**src/rtl/smeu_ram.sv**
```systemverilog
// smeu_ram: generic single-write, single-read synchronous ram
// registered read data; no dependencies

module smeu_ram #(
  parameter int W = 32,
  parameter int D = 64
) (
  input  logic                 clk,
  input  logic                 we,
  input  logic [$clog2(D)-1:0] waddr,
  input  logic [W-1:0]         wdata,
  input  logic [$clog2(D)-1:0] raddr,
  output logic [W-1:0]         rdata
);

  logic [W-1:0] mem [D];

  always_ff @(posedge clk) begin
    if (we) begin
      mem[waddr] <= wdata;
    end
    rdata <= mem[raddr];
  end

endmodule

```
**config.mk**
```make
export PLATFORM = sky130hd
export DESIGN_NAME = smeu_ram
export DESIGN_NICKNAME = d
export VERILOG_FILES = /design/src/rtl/smeu_ram.sv
export SDC_FILE = /design/constraint.sdc
export NUM_CORES = 2
export LEC_CHECK = 0
export CELL_PAD_IN_SITES_DETAIL_PLACEMENT = 1
export CELL_PAD_IN_SITES_GLOBAL_PLACEMENT = 1
export CORE_UTILIZATION = 30
export CTS_BUF_LIST = sky130_fd_sc_hd__clkbuf_8 sky130_fd_sc_hd__clkbuf_16
export DETAILED_ROUTE_END_ITERATION = 8
export DONT_BUFFER_PORTS = 1
export PLACE_DENSITY = 0.53
export SLEW_MARGIN = 25
export SYNTH_ARGS = -nofsm -noshare
export SYNTH_HDL_FRONTEND = slang
export SYNTH_SLANG_ARGS = --single-unit
```
**constraint.sdc**
```tcl
create_clock -name clk -period 9.4 [get_ports clk]
set_clock_uncertainty 0.15 [all_clocks]
set_input_delay 0.47 -clock clk [delete_from_list [all_inputs] [get_ports clk]]
set_output_delay 0.47 -clock clk [all_outputs]
set_load 0.01 [all_outputs]
```
==> reports/metrics.cfg <==
[synth]
synth_top_cell_area_share_pct=78.3
syn-num-nets=3370
synth_ff_type=edfxtp_1
synth_xor_area_share_pct=0
ys_async_sr_fraction_pct=0
yosys-top-cells-area=edfxtp_1 (78%), mux4_2 (16%), mux2i_1 (1.2%)
synth_sequential_area_ratio_pct=79.1
synth.distinct_cells=34
synth_adder_area_share_pct=0
synth-seq-cells=2080
synth-edff-count=2048
yosysWarnings=0
yosys.area_share.simple_pct=1.27
synthMuxAreaShare_pct=16.8
synthCells=3324
yosysMostFrequentCell=edfxtp_1
yosys.area.top_type=edfxtp_1
syn_area_um2=78500
synth_compound_gate_area_share_pct=1.67
synth_top_family_by_area=multiplexers
ys_top_cells_by_count=edfxtp_1 (2048), mux4_2 (544), nor2_1 (137), mux2i_1 (93), o22ai_1 (84)
avgSynthCellArea_um2=23.6

[worst_setup_path]
critPathBufInv=3
reg2reg_to=rdata[29]$_DFF_P_
crit_top_cell=buf_16
crit_path_max_incr_delay_ps=770
endpoint=rdata[9]$_DFF_P_
slowest_stage=buf_16
crit_start=raddr[1]
cpLargestDelayFamily=buffers and inverters
r2r_start=mem[7][29]$_DFFE_PP_
cp.depth=8
crit_type=primary input to flop
start_kind=primary input
cp_data_required_time_ps=9930
worstPathCellList=buf_16, buf_16, buf_16, nand3b_1, o221ai_1, a21oi_1, a21oi_1, nor2_1
rrSetupSlack_ps=6740
endpoint_kind=flop
arrival_ps=4580
path_max_fanout=191
reg2reg_depth=4

[sta]
finalSetupTns_ps=0
finalCriticalPeriod_ps=4060
rsz0062_at_grt=false
max_slew_margin_pct=18.8
fmax_mhz=247
worst_pin_slew_ps=1220
setup_viol=0
maxSlewViolCount=0
fin_crit_sh_pct=43.1
hold_violations=0

[cts]
clk_pin_slew_ps=60
clockBufferDepth=3
htreeDepth=4
cts-buffers-inserted=217
postCtsSetupRepairBufs=0
cts_sinks=2080
clk_latency_ps=840
cts_tree=built
root_buffer=clkbuf_16
post_cts_resized=0

[floorplanning]
rows=187
die_h_um=514
ios=78
die-area_um2=264000
dieWidth_um=514
core_um2=260000
start_util_pct=30.2

[final_layout]
drive_gt1_share_pct=28.1
fin_nets=3571
area_growth_pct=16.7
final_cell_area_um2=91600

[pwr]
clockPowerShare_pct=42.7
power_density_nw_per_um2=214
combPwrFrac_pct=4.6
p_leak_nw=28.2
ir_worst_vdd_mv=0.197
p_sw_mw=4.23
switching_share_pct=21.6
power.internal_mw=15.4
seqPwrFrac_pct=52.7

[detailed_routing]
drtIter0Drc=4089
routed_via_density=5.06
ant_nets=0
wl_per_cell_um=31.8
first_pass_iters=5
drc=0
wl_um=229000
via_count=36500

[run_status]
outcome=completed

[global_routing]
antenna_found_initial=11
grt_pass1_vias=38900
grt_max_degree=514
grt_overflow_total=0
track_usage_pct=17.3
grt_pass1_wl_um=318000

[placed_design]
dpl_cell_area_um2=83100
place.gp.congestion=0.724
io_buffers=0
dpl.hpwl_um=113000

[min_path]
hp-class=primary input to flop

[run]
maxCapViolations=0

-- cell type report --
cell class | instances | area [um^2]
fillers | 24900 | 168000
flip-flops and latches | 2080 | 62100
multi-input cells | 1062 | 16000
clock buffers | 227 | 5590
well taps | 3496 | 4370
repair buffers | 164 | 2200
clock inverters | 178 | 1330
diodes | 8 | 20.0
-- tightest hold or removal path: cells and delay by family --
family / cells / cell delay [ps]
AOI/OAI and AO/OA: 2 / 340
and+or+nand+nor: 1 / 110
muxes: 1 / 80
-- power by group through the flow --
stage / clock network, mW / registers [mW] / logic, mW
final: 8.36 / 10.3 / 0.903
after global routing: 8.89 / 10.3 / 0.958
after CTS: 8.56 / 10.3 / 0.791
after detailed placement: 0 / 10.5 / 0.563
after global placement: 0 / 10.5 / 0.560
after floorplan: 0 / 10.5 / 0.499
-- per-stage QoR --
step | setup slack, ps | util, % | instances | hold WS (ps) | power [mW]
floorplan | 5620 | - | 3324 | 419 | 11.0
global placement | 5800 | 32.0 | 6715 | 427 | 11.1
detailed placement | 5840 | 32.0 | 6715 | 427 | 11.1
CTS | 6650 | 35.1 | 7195 | 2.26 | 19.7
global route | 5280 | 35.2 | 7209 | 27.4 | 20.2
finish | 5340 | 35.3 | 7215 | 87.2 | 19.6
-- logic make-up (layout without fill, tap and decap cells) --
group | Yosys count | count (layout)
muxes | 637 | 637
and+or+nand+nor | 223 | 223
DFF | 2080 | 2080
buffers and inverters | 182 | 569
AOI/OAI and AO/OA | 202 | 202
other | 0 | 8
-- state kept, by name (all words and copies together) (netlist names) --
name,cells
rdata,32
mem,2048
-- layout by cell type, fill, tap and decap left out, types with 25 or more instances in the layout --
cell	n
edfxtp_1	2048
o22ai_1	84
clkbuf_16	219
mux2i_1	93
buf_4	77
dlygate4sd3_1	44
mux4_2	544
clkinv_1	42
nand2_1	25
buf_16	43
nor2_4	62
nor2_1	75
a21oi_1	60
o221ai_1	27
inv_1	60
dfxtp_1	32
clkinv_2	39
-- layer usage --
metal | GRT usage (%) | up-vias | part of all wire [%]
met2 | 28.9 | 1093 | 49
met3 | 2.54 | 279 | 5.3
li1 | - | 14700 | -
met4 | 4.86 | 0 | 2.6
met5 | 0 | - | 0
met1 | 23.4 | 20400 | 43
-- how the worst min path moves through the flow --
stage              from                   end  depth (start not counted)
3_5_place_dp   wdata[7]  mem[39][7]$_DFFE_PP_                          0
4_1_cts        raddr[3]     rdata[28]$_DFF_P_                          3
6_report       raddr[2]     rdata[31]$_DFF_P_                          4
3_3_place_gp   wdata[7]  mem[37][7]$_DFFE_PP_                          0
2_1_floorplan  wdata[0]   mem[0][0]$_DFFE_PP_                          0
5_1_grt        raddr[2]     rdata[11]$_DFF_P_                          4
-- what timing repair did --
action                     in CTS  in global routing
hold endpoints to repair     2186                  2
hold buffers                   75                  3
setup endpoints to repair       0                  0
(Power assumes the default switching activity.)
